**src/sv/fbfl_pkg.sv**
```systemverilog
`timescale 1ns / 1ps
// Shared types, codes and sizes for the fixed-size block pool allocator.
// No dependencies; the controller, datapath, top level and checker refer to it by scoped names.
package fbfl_pkg;

	// Pool geometry.
	localparam int MAX_BLOCKS = 256;
	localparam int WORD_BYTES = 4;
	localparam int WORD_MASK  = WORD_BYTES - 1;
	localparam int IDX_W      = $clog2(MAX_BLOCKS);
	localparam int CNT_W      = IDX_W + 1;
	localparam int STEP_W     = (IDX_W > 1) ? $clog2(IDX_W) : 1;

	// Fixed field widths.
	localparam int ADDR_W   = 32;
	localparam int BSIZE_W  = 16;
	localparam int NBLK_W   = 9;
	localparam int USED_W   = 9;
	localparam int FUNC_W   = 2;
	localparam int STATUS_W = 2;
	localparam int CFGIDX_W = 2;
	localparam int PROD_W   = CNT_W + BSIZE_W;

	// Configuration register indexes.
	localparam logic [CFGIDX_W-1:0] CFG_BASE  = 2'd0;
	localparam logic [CFGIDX_W-1:0] CFG_BSIZE = 2'd1;
	localparam logic [CFGIDX_W-1:0] CFG_NBLK  = 2'd2;

	localparam logic [ADDR_W-1:0]  BASE_RST  = 32'd0;
	localparam logic [BSIZE_W-1:0] BSIZE_RST = 16'd4;
	localparam logic [NBLK_W-1:0]  NBLK_RST  = 9'd256;

	// Command codes.
	localparam logic [FUNC_W-1:0] FUNC_INIT  = 2'd0;
	localparam logic [FUNC_W-1:0] FUNC_ALLOC = 2'd1;
	localparam logic [FUNC_W-1:0] FUNC_FREE  = 2'd2;

	// Status codes.
	localparam logic [STATUS_W-1:0] ST_OK      = 2'd0;
	localparam logic [STATUS_W-1:0] ST_NOMEM   = 2'd1;
	localparam logic [STATUS_W-1:0] ST_BADCFG  = 2'd2;
	localparam logic [STATUS_W-1:0] ST_BADFREE = 2'd3;

	typedef struct packed {
		logic [FUNC_W-1:0] func;
		logic [ADDR_W-1:0] block_address;
	} req_t;

	typedef struct packed {
		logic [STATUS_W-1:0] status;
		logic [ADDR_W-1:0]   granted_address;
		logic [USED_W-1:0]   used_count;
	} rsp_t;

	// One link entry: next block index and whether there is a next block.
	typedef struct packed {
		logic             vld;
		logic [IDX_W-1:0] nxt;
	} link_t;

	// Controller to datapath.
	typedef struct packed {
		logic load;
		logic set_badcfg;
		logic fill;
		logic init_end;
		logic set_nomem;
		logic alloc_rd;
		logic alloc_upd;
		logic free_chk;
		logic set_badfree;
		logic div_start;
		logic div_step;
		logic free_push;
		logic finish;
	} cmd_t;

	// Datapath to controller.
	typedef struct packed {
		logic cfg_bad;
		logic n_zero;
		logic fill_last;
		logic head_vld;
		logic range_bad;
		logic div_last;
		logic rem_nz;
	} sts_t;

endpackage

```
**src/sv/fbfl_ram.sv**
```systemverilog
`timescale 1ns / 1ps
// Generic single-port RAM with registered read data.
// Standalone; used for the link store of the block pool.
module fbfl_ram #(
	parameter int WIDTH = 9,
	parameter int DEPTH = 256
) (
	input  logic                     clk,
	input  logic                     en,
	input  logic                     we,
	input  logic [$clog2(DEPTH)-1:0] addr,
	input  logic [WIDTH-1:0]         wdata,
	output logic [WIDTH-1:0]         rdata
);

	logic [WIDTH-1:0] mem [DEPTH];

	always_ff @(posedge clk) begin
		if (en) begin
			if (we) begin
				mem[addr] <= wdata;
			end else begin
				rdata <= mem[addr];
			end
		end
	end

endmodule

```
**src/sv/fbfl_ctrl.sv**
```systemverilog
`timescale 1ns / 1ps
// Command sequencer for the block pool allocator.
// Depends on fbfl_pkg for the command, status and code definitions.
module fbfl_ctrl (
	input  logic                          clk,
	input  logic                          arst_n,
	input  logic                          start,
	input  logic [fbfl_pkg::FUNC_W-1:0]   func,
	input  fbfl_pkg::sts_t                sts,
	output fbfl_pkg::cmd_t                cmd,
	output logic                          busy,
	output logic                          done
);

	typedef enum logic [3:0] {
		S_IDLE,
		S_INIT_CHK,
		S_INIT_FILL,
		S_INIT_END,
		S_ALLOC_CHK,
		S_ALLOC_UPD,
		S_FREE_CHK,
		S_FREE_RANGE,
		S_FREE_DIV,
		S_FREE_END,
		S_FINISH
	} state_t;

	state_t state_q;
	state_t state_d;
	logic   done_q;

	always_comb begin
		cmd     = '0;
		state_d = state_q;
		case (state_q)
			S_IDLE: begin
				if (start) begin
					cmd.load = 1'b1;
					case (func)
						fbfl_pkg::FUNC_INIT:  state_d = S_INIT_CHK;
						fbfl_pkg::FUNC_ALLOC: state_d = S_ALLOC_CHK;
						fbfl_pkg::FUNC_FREE:  state_d = S_FREE_CHK;
						default:              state_d = S_FINISH;
					endcase
				end
			end
			S_INIT_CHK: begin
				if (sts.cfg_bad) begin
					cmd.set_badcfg = 1'b1;
					state_d        = S_FINISH;
				end else if (sts.n_zero) begin
					state_d = S_INIT_END;
				end else begin
					state_d = S_INIT_FILL;
				end
			end
			S_INIT_FILL: begin
				cmd.fill = 1'b1;
				if (sts.fill_last) begin
					state_d = S_INIT_END;
				end
			end
			S_INIT_END: begin
				cmd.init_end = 1'b1;
				state_d      = S_FINISH;
			end
			S_ALLOC_CHK: begin
				if (!sts.head_vld) begin
					cmd.set_nomem = 1'b1;
					state_d       = S_FINISH;
				end else begin
					cmd.alloc_rd = 1'b1;
					state_d      = S_ALLOC_UPD;
				end
			end
			S_ALLOC_UPD: begin
				cmd.alloc_upd = 1'b1;
				state_d       = S_FINISH;
			end
			S_FREE_CHK: begin
				cmd.free_chk = 1'b1;
				state_d      = S_FREE_RANGE;
			end
			S_FREE_RANGE: begin
				if (sts.range_bad) begin
					cmd.set_badfree = 1'b1;
					state_d         = S_FINISH;
				end else begin
					cmd.div_start = 1'b1;
					state_d       = S_FREE_DIV;
				end
			end
			S_FREE_DIV: begin
				cmd.div_step = 1'b1;
				if (sts.div_last) begin
					state_d = S_FREE_END;
				end
			end
			S_FREE_END: begin
				if (sts.rem_nz) begin
					cmd.set_badfree = 1'b1;
				end else begin
					cmd.free_push = 1'b1;
				end
				state_d = S_FINISH;
			end
			S_FINISH: begin
				cmd.finish = 1'b1;
				state_d    = S_IDLE;
			end
			default: begin
				state_d = S_IDLE;
			end
		endcase
	end

	always_ff @(posedge clk or negedge arst_n) begin
		if (!arst_n) begin
			state_q <= S_IDLE;
			done_q  <= 1'b0;
		end else begin
			state_q <= state_d;
			done_q  <= (state_q == S_FINISH);
		end
	end

	assign busy = (state_q != S_IDLE);
	assign done = done_q;

endmodule

```
**src/sv/fbfl_dp.sv**
```systemverilog
`timescale 1ns / 1ps
// Datapath of the block pool allocator: configuration, head, counter, divider, link store.
// Depends on fbfl_pkg and instantiates fbfl_ram.
module fbfl_dp (
	input  logic                            clk,
	input  logic                            arst_n,
	input  logic                            cfg_we,
	input  logic [fbfl_pkg::CFGIDX_W-1:0]   cfg_index,
	input  logic [fbfl_pkg::ADDR_W-1:0]     cfg_data,
	input  fbfl_pkg::req_t                  req,
	input  fbfl_pkg::cmd_t                  cmd,
	output fbfl_pkg::sts_t                  sts,
	output fbfl_pkg::rsp_t                  rsp
);

	logic [fbfl_pkg::ADDR_W-1:0]   base_q;
	logic [fbfl_pkg::BSIZE_W-1:0]  bsize_q;
	logic [fbfl_pkg::NBLK_W-1:0]   nblk_q;

	logic [fbfl_pkg::IDX_W-1:0]    head_q;
	logic                          head_vld_q;
	logic [fbfl_pkg::USED_W-1:0]   used_q;

	logic [fbfl_pkg::ADDR_W-1:0]   addr_q;
	logic [fbfl_pkg::STATUS_W-1:0] stat_q;
	logic [fbfl_pkg::ADDR_W-1:0]   grant_q;
	logic [fbfl_pkg::PROD_W-1:0]   prod_q;
	logic [fbfl_pkg::ADDR_W-1:0]   rem_q;
	logic [fbfl_pkg::IDX_W-1:0]    quo_q;
	logic [fbfl_pkg::CNT_W-1:0]    cnt_q;
	fbfl_pkg::rsp_t                rsp_q;

	logic [31:0]                   n_full;
	logic [fbfl_pkg::CNT_W-1:0]    n_blk;
	logic [fbfl_pkg::CNT_W-1:0]    cnt_inc;
	logic [fbfl_pkg::CNT_W-1:0]    mul_a;
	logic [fbfl_pkg::STEP_W-1:0]   step;
	logic [fbfl_pkg::ADDR_W-1:0]   trial;
	logic                          trial_fits;

	logic                          ram_en;
	logic                          ram_we;
	logic [fbfl_pkg::IDX_W-1:0]    ram_addr;
	fbfl_pkg::link_t               ram_wdata;
	logic [$bits(fbfl_pkg::link_t)-1:0] ram_rdata;
	fbfl_pkg::link_t               link_rd;

	// Effective pool size is the register capped at the store depth.
	assign n_full  = (32'(nblk_q) > 32'(fbfl_pkg::MAX_BLOCKS)) ?
		32'(fbfl_pkg::MAX_BLOCKS) : 32'(nblk_q);
	assign n_blk   = n_full[fbfl_pkg::CNT_W-1:0];
	assign cnt_inc = cnt_q + 1'b1;

	// One shared multiplier: head index times block size for alloc, pool size times
	// block size for the range check of free.
	assign mul_a = cmd.alloc_rd ? {1'b0, head_q} : n_blk;

	// Restoring division, one quotient bit per cycle, most significant first.
	assign step       = cnt_q[fbfl_pkg::STEP_W-1:0];
	assign trial      = 32'(bsize_q) << step;
	assign trial_fits = (rem_q >= trial);

	assign sts.cfg_bad   = (bsize_q == '0) ||
		((bsize_q & fbfl_pkg::BSIZE_W'(fbfl_pkg::WORD_MASK)) != '0) ||
		((base_q & fbfl_pkg::ADDR_W'(fbfl_pkg::WORD_MASK)) != '0);
	assign sts.n_zero    = (n_blk == '0);
	assign sts.fill_last = (cnt_inc == n_blk);
	assign sts.head_vld  = head_vld_q;
	assign sts.range_bad = (bsize_q == '0) || (64'(rem_q) >= 64'(prod_q));
	assign sts.div_last  = (cnt_q == '0);
	assign sts.rem_nz    = (rem_q != '0);

	always_comb begin
		ram_en    = cmd.fill | cmd.alloc_rd | cmd.free_push;
		ram_we    = cmd.fill | cmd.free_push;
		ram_addr  = head_q;
		ram_wdata = '{vld: head_vld_q, nxt: head_q};
		if (cmd.fill) begin
			ram_addr  = cnt_q[fbfl_pkg::IDX_W-1:0];
			ram_wdata = '{vld: (cnt_inc < n_blk), nxt: cnt_inc[fbfl_pkg::IDX_W-1:0]};
		end else if (cmd.free_push) begin
			ram_addr = quo_q;
		end
	end

	fbfl_ram #(
		.WIDTH($bits(fbfl_pkg::link_t)),
		.DEPTH(fbfl_pkg::MAX_BLOCKS)
	) u_link_ram (
		.clk  (clk),
		.en   (ram_en),
		.we   (ram_we),
		.addr (ram_addr),
		.wdata(ram_wdata),
		.rdata(ram_rdata)
	);

	assign link_rd = fbfl_pkg::link_t'(ram_rdata);

	// Configuration and list state.
	always_ff @(posedge clk or negedge arst_n) begin
		if (!arst_n) begin
			base_q     <= fbfl_pkg::BASE_RST;
			bsize_q    <= fbfl_pkg::BSIZE_RST;
			nblk_q     <= fbfl_pkg::NBLK_RST;
			head_q     <= '0;
			head_vld_q <= 1'b0;
			used_q     <= '0;
		end else begin
			if (cfg_we) begin
				case (cfg_index)
					fbfl_pkg::CFG_BASE:  base_q  <= cfg_data;
					fbfl_pkg::CFG_BSIZE: bsize_q <= cfg_data[fbfl_pkg::BSIZE_W-1:0];
					fbfl_pkg::CFG_NBLK:  nblk_q  <= cfg_data[fbfl_pkg::NBLK_W-1:0];
					default: ;
				endcase
			end
			if (cmd.init_end) begin
				head_q     <= '0;
				head_vld_q <= (n_blk != '0);
				used_q     <= '0;
			end
			if (cmd.alloc_upd) begin
				head_q     <= link_rd.nxt;
				head_vld_q <= link_rd.vld;
				if (used_q != '1) begin
					used_q <= used_q + 1'b1;
				end
			end
			if (cmd.free_push) begin
				head_q     <= quo_q;
				head_vld_q <= 1'b1;
				if (used_q != '0) begin
					used_q <= used_q - 1'b1;
				end
			end
		end
	end

	// Per-command working registers and the result word.
	always_ff @(posedge clk) begin
		if (cmd.load) begin
			addr_q  <= req.block_address;
			stat_q  <= fbfl_pkg::ST_OK;
			grant_q <= '0;
			cnt_q   <= '0;
		end
		if (cmd.fill) begin
			cnt_q <= cnt_inc;
		end
		if (cmd.set_badcfg) begin
			stat_q <= fbfl_pkg::ST_BADCFG;
		end
		if (cmd.set_nomem) begin
			stat_q <= fbfl_pkg::ST_NOMEM;
		end
		if (cmd.set_badfree) begin
			stat_q <= fbfl_pkg::ST_BADFREE;
		end
		if (cmd.alloc_rd || cmd.free_chk) begin
			prod_q <= fbfl_pkg::PROD_W'(mul_a) * fbfl_pkg::PROD_W'(bsize_q);
		end
		if (cmd.free_chk) begin
			rem_q <= addr_q - base_q;
		end
		if (cmd.alloc_upd) begin
			grant_q <= base_q + 32'(prod_q);
		end
		if (cmd.div_start) begin
			quo_q <= '0;
			cnt_q <= fbfl_pkg::CNT_W'(fbfl_pkg::IDX_W - 1);
		end
		if (cmd.div_step) begin
			if (trial_fits) begin
				rem_q       <= rem_q - trial;
				quo_q[step] <= 1'b1;
			end
			cnt_q <= cnt_q - 1'b1;
		end
		if (cmd.finish) begin
			rsp_q.status          <= stat_q;
			rsp_q.granted_address <= grant_q;
			rsp_q.used_count      <= used_q;
		end
	end

	assign rsp = rsp_q;

endmodule

```
**src/sv/fixed_block_free_list_allocator_unit.sv**
```systemverilog
`timescale 1ns / 1ps
// Fixed-size block pool allocator with a last-in-first-out free list: top level.
// Depends on fbfl_pkg; instantiates fbfl_ctrl and fbfl_dp.
//
// A command word is taken when start is high and busy is low; its single result word
// appears on rsp for exactly one cycle with done high and cannot be held off, so the
// receiver must take it then. An alloc passes through its check and update states, or
// goes straight to the finish state when the list is empty. A free takes a range check
// and then an eight-step restoring divider that turns the byte offset into a block
// index; a free that fails the range check goes straight to the finish state. Init
// writes one link entry of the single-port link RAM per cycle for each pool block,
// and goes straight to the finish state when the geometry is rejected. Other codes
// also go straight to the finish state. A new command may be started in the cycle that done
// is shown. Configuration registers are written through cfg_we, cfg_index and cfg_data
// only while busy is low; the user is bound to this, the block itself does not enforce it.
module fixed_block_free_list_allocator_unit (
	input  logic                          clk,
	input  logic                          arst_n,
	input  logic                          cfg_we,
	input  logic [fbfl_pkg::CFGIDX_W-1:0] cfg_index,
	input  logic [fbfl_pkg::ADDR_W-1:0]   cfg_data,
	input  logic                          start,
	output logic                          busy,
	input  fbfl_pkg::req_t                req,
	output logic                          done,
	output fbfl_pkg::rsp_t                rsp
);

	fbfl_pkg::cmd_t cmd;
	fbfl_pkg::sts_t sts;

	fbfl_ctrl u_ctrl (
		.clk   (clk),
		.arst_n(arst_n),
		.start (start),
		.func  (req.func),
		.sts   (sts),
		.cmd   (cmd),
		.busy  (busy),
		.done  (done)
	);

	fbfl_dp u_dp (
		.clk      (clk),
		.arst_n   (arst_n),
		.cfg_we   (cfg_we),
		.cfg_index(cfg_index),
		.cfg_data (cfg_data),
		.req      (req),
		.cmd      (cmd),
		.sts      (sts),
		.rsp      (rsp)
	);

endmodule

```
**config.mk**
```make
export PLATFORM = sky130hd
export DESIGN_NAME = fixed_block_free_list_allocator_unit
export DESIGN_NICKNAME = d
export VERILOG_FILES = /design/src/sv/fbfl_pkg.sv /design/src/sv/fbfl_ram.sv /design/src/sv/fbfl_ctrl.sv /design/src/sv/fbfl_dp.sv /design/src/sv/fixed_block_free_list_allocator_unit.sv
export SDC_FILE = /design/constraint.sdc
export NUM_CORES = 2
export LEC_CHECK = 0
export BUFFER_PORTS_ARGS = -buffer_cell sky130_fd_sc_hd__clkbuf_2
export CAP_MARGIN = 20
export CORE_MARGIN = 2
export CORE_UTILIZATION = 60
export CTS_CLUSTER_SIZE = 8
export DETAILED_ROUTE_END_ITERATION = 8
export PLACE_DENSITY = 0.76
export SYNTH_ARGS = -nofsm -noshare
export SYNTH_HDL_FRONTEND = slang
export SYNTH_SLANG_ARGS = --single-unit
export TNS_END_PERCENT = 20
```
**constraint.sdc**
```tcl
create_clock -name clk -period 29.4 [get_ports clk]
set_input_delay 1.47 -clock clk [delete_from_list [all_inputs] [get_ports clk]]
set_output_delay 1.47 -clock clk [all_outputs]
set_load 0.05 [all_outputs]
```
==> results.sh <==
export IMPL_htree_levels=5
export IMPL_cts_tree="yes"
export IMPL_max_slew_margin=0.102
export IMPL_grt_pass1_vias=60400
export IMPL_clockBufferDepth=4
export IMPL_antenna_found_initial=5
export IMPL_setup_viol_count_final=0
export IMPL_stdcell_area_mm2=0.122
export IMPL_die_w_um=429
export IMPL_worst_hold_startpoint="u_dp.grant_q[4]"
export IMPL_drive_gt1_frac=0.199
export IMPL_grt_max_degree=257
export IMPL_finalClockSkew_ns=0.0883
export IMPL_maxSlewViolCount=0
export IMPL_rr_endpoint="u_dp.u_link_ram.rdata[6]"
export IMPL_placed_cell_area_mm2=0.112
export IMPL_p_leak_uw=0.0405
export IMPL_final_common_cell="edfxtp_1"
export IMPL_crit_type="reg2reg"
export IMPL_finalHoldViolCount=0
export IMPL_avgSynthCellArea_um2=17.9
export IMPL_syn_instance_count=6053
export IMPL_r2r_cells=13
export IMPL_first_pass_iters=6
export IMPL_grt_usage=0.292
export IMPL_ios=117
export IMPL_reg2reg_from="u_dp.rem_q[6]"
export IMPL_startpoint_type="register"
export IMPL_fillers=11000
export IMPL_synth_warnings=0
export IMPL_dr_total_vias=59700
export IMPL_netlist_area_mm2=0.108
export IMPL_syn_nets=6394
export IMPL_synth_top_area_cell="edfxtp_1"
export IMPL_tightest_slew_ns=1.35
export IMPL_yosys_area_top_type_share=0.679
export IMPL_coreArea_mm2=0.180
export IMPL_post_cts_resized=0
export IMPL_rsz0062_at_grt="no"
export IMPL_fin_setup_tns_ns=0
export IMPL_cts_sinks=2576
export IMPL_synthFlopType="edfxtp_1"
export IMPL_ys_seq_area_frac=0.705
export IMPL_die_area_mm2=0.184
export IMPL_floorplan_initialDensity=0.602
export IMPL_arrival_ns=8.10
export IMPL_crit_end="u_dp.u_link_ram.rdata[6]"
export IMPL_area_growth_pct=12.0
export IMPL_min_path_type="reg2reg"
export IMPL_r2r_slack_ns=21.88
export IMPL_layout_common_cells="2454 x edfxtp_1, 582 x mux4_2, 424 x nor2_1, 379 x clkbuf_16, 297 x nand2_1"
export IMPL_status="complete, no violations"
export IMPL_critPathMaxFanout=131
export IMPL_synth_distinct_cells=80
export IMPL_hold_buffers=0
export IMPL_cts_buffers=373
export IMPL_postRouteAntennaNets=0
export IMPL_worstSetupStartpoint="u_dp.rem_q[6]"
export IMPL_clk_pin_slew_ns=0.05
export IMPL_ir_worst_vdd_mv=0.135
export IMPL_cp_end_kind="register"
export IMPL_worstPathRequired_ns=29.97
export IMPL_drc=0
export IMPL_rows=156
export IMPL_max_freq_mhz=133
export IMPL_wl_per_cell_um=30.6
export IMPL_viasPerCell=6.82
export IMPL_hpwl_mm=150
export IMPL_overflow=0
export IMPL_period_share=0.256
export IMPL_synthTopCellsByArea="edfxtp_1 68%, mux4_2 12%, ha_1 1.9%"
export IMPL_gp_congestion=0.919
export IMPL_grt_pass1_wl_mm=398
export IMPL_cellPowerDensity_mw_per_mm2=119
export IMPL_synth_seq_cells=2576
export IMPL_synth_edf_count=2454
export IMPL_io_buffers=116
export IMPL_root_buffer="clkbuf_16"
export IMPL_die_h_um=429
export IMPL_wirelength_mm=268
export IMPL_clock_latency_ns=0.97
export IMPL_period_minus_slack_ns=7.52
export IMPL_post_cts_repair_setup_buffers=0
export IMPL_async_flop_share=0.0311
export IMPL_drtIter0Drc=8082
export IMPL_drv_cap=0
export IMPL_nets=6657
## state kept, by name (all words and copies together), names as in the netlist, 16 cells and up
name / cells
u_dp.addr_q: 32
u_dp.base_q: 32
u_dp.bsize_q: 16
u_dp.grant_q: 32
u_dp.prod_q: 25
u_dp.rem_q: 32
u_dp.rsp: 43
u_dp.u_link_ram.mem: 2304
## worst max-delay path: stages (launching register included)
cell and delay [ns]:
dfxtp_1 0.34, nor4_1 0.48, nand4_1 0.49, or4_1 0.83, o221ai_4 0.85, buf_4 0.79
buf_12 0.60, buf_4 0.78, mux4_2 0.41, a22o_1 0.27, a221oi_1 0.44, o22ai_1 0.22
a221oi_1 0.33, o221ai_1 0.17
## cells in the mapped netlist (14+ instances only)
cell,instances
a22oi_1,175
dfxtp_1,42
a211oi_1,28
nand4_1,17
nor2b_1,98
mux2_2,31
mux2i_1,22
fa_1,102
nor2_1,429
buf_6,21
o22ai_1,28
dfrtp_1,78
nor3_1,41
nand2b_1,28
o21a_1,20
or3_1,16
o211ai_1,16
a21oi_1,123
buf_2,95
nand2_1,302
o221ai_1,29
xor2_1,30
o21ai_0,116
inv_1,229
and3_1,33
edfxtp_1,2454
a22o_1,78
a31oi_1,25
ha_1,167
xnor2_1,56
mux4_2,582
nor4_1,21
buf_4,14
clkbuf_1,187
a221oi_1,100
nand3_1,47
a21o_1,44
## per-stage QoR
| step | utilization | hold slack (ns) | instances | total power [µW] | setup WS [ns] |
|---|---|---|---|---|---|
| floorplan | - | 0.400 | 6053 | 9260 | 14.40 |
| global placement | 0.619 | 0.400 | 8305 | 10500 | 22.06 |
| detailed placement | 0.620 | 0.405 | 8307 | 10600 | 21.99 |
| CTS | 0.674 | 0.415 | 8753 | 14400 | 21.95 |
| global route | 0.675 | 0.418 | 8758 | 15000 | 21.37 |
| finish | 0.675 | 0.415 | 8758 | 14400 | 21.88 |
## per-layer routing
layer  share of wire  vias up  global-route usage
met1            0.37    30600               0.407
li1                -    24600                   -
met5         0.00010        -                   0
met3            0.11      609              0.0677
met4           0.044        4               0.126
met2            0.47     3856               0.449
## cells by family (layout without fill, tap and decap cells)
| group | Yosys count | count (layout) | share of synthesized area |
|---|---|---|---|
| compound gates | 857 | 857 | 0.0566 |
| xor+xnor | 86 | 86 | 0.00694 |
| fa+ha+maj | 269 | 269 | 0.0381 |
| buf+inv | 555 | 889 | 0.0222 |
| flops | 2576 | 2576 | 0.705 |
| mux | 635 | 635 | 0.126 |
| other cells | 0 | 1 | 0 |
| simple gates | 1075 | 1075 | 0.0446 |
## area by class of cell
class | count | area [µm²] | share of cell area
antenna | 1 | 2.50 | 0.0000206
clock buffer | 437 | 9720 | 0.0800
clock inverter | 9 | 76.3 | 0.000628
inverter | 232 | 871 | 0.00716
multi-input combinational | 2922 | 29800 | 0.245
sequential | 2576 | 76500 | 0.630
tap | 2370 | 2970 | 0.0244
timing repair buffer | 211 | 1550 | 0.0127
## how the worst min path moves through the flow
stage,endpoint,cells past startpoint
CTS,u_dp.base_q[15],1
floorplan,u_dp.rsp[10],0
finish,u_dp.rsp[13],0
global placement,u_dp.rsp[37],0
detailed placement,u_dp.rsp[18],0
global route,u_dp.rsp[37],0
## power breakdown
part | switching, µW | total [µW] | internal [µW]
Combinational | 3590 | 5660 | 2070
Sequential | 132 | 5030 | 4890
Clock | 1450 | 3720 | 2270
Total | 5170 | 14400 | 9230
No activity file was read; power rests on OpenSTA's default activity.
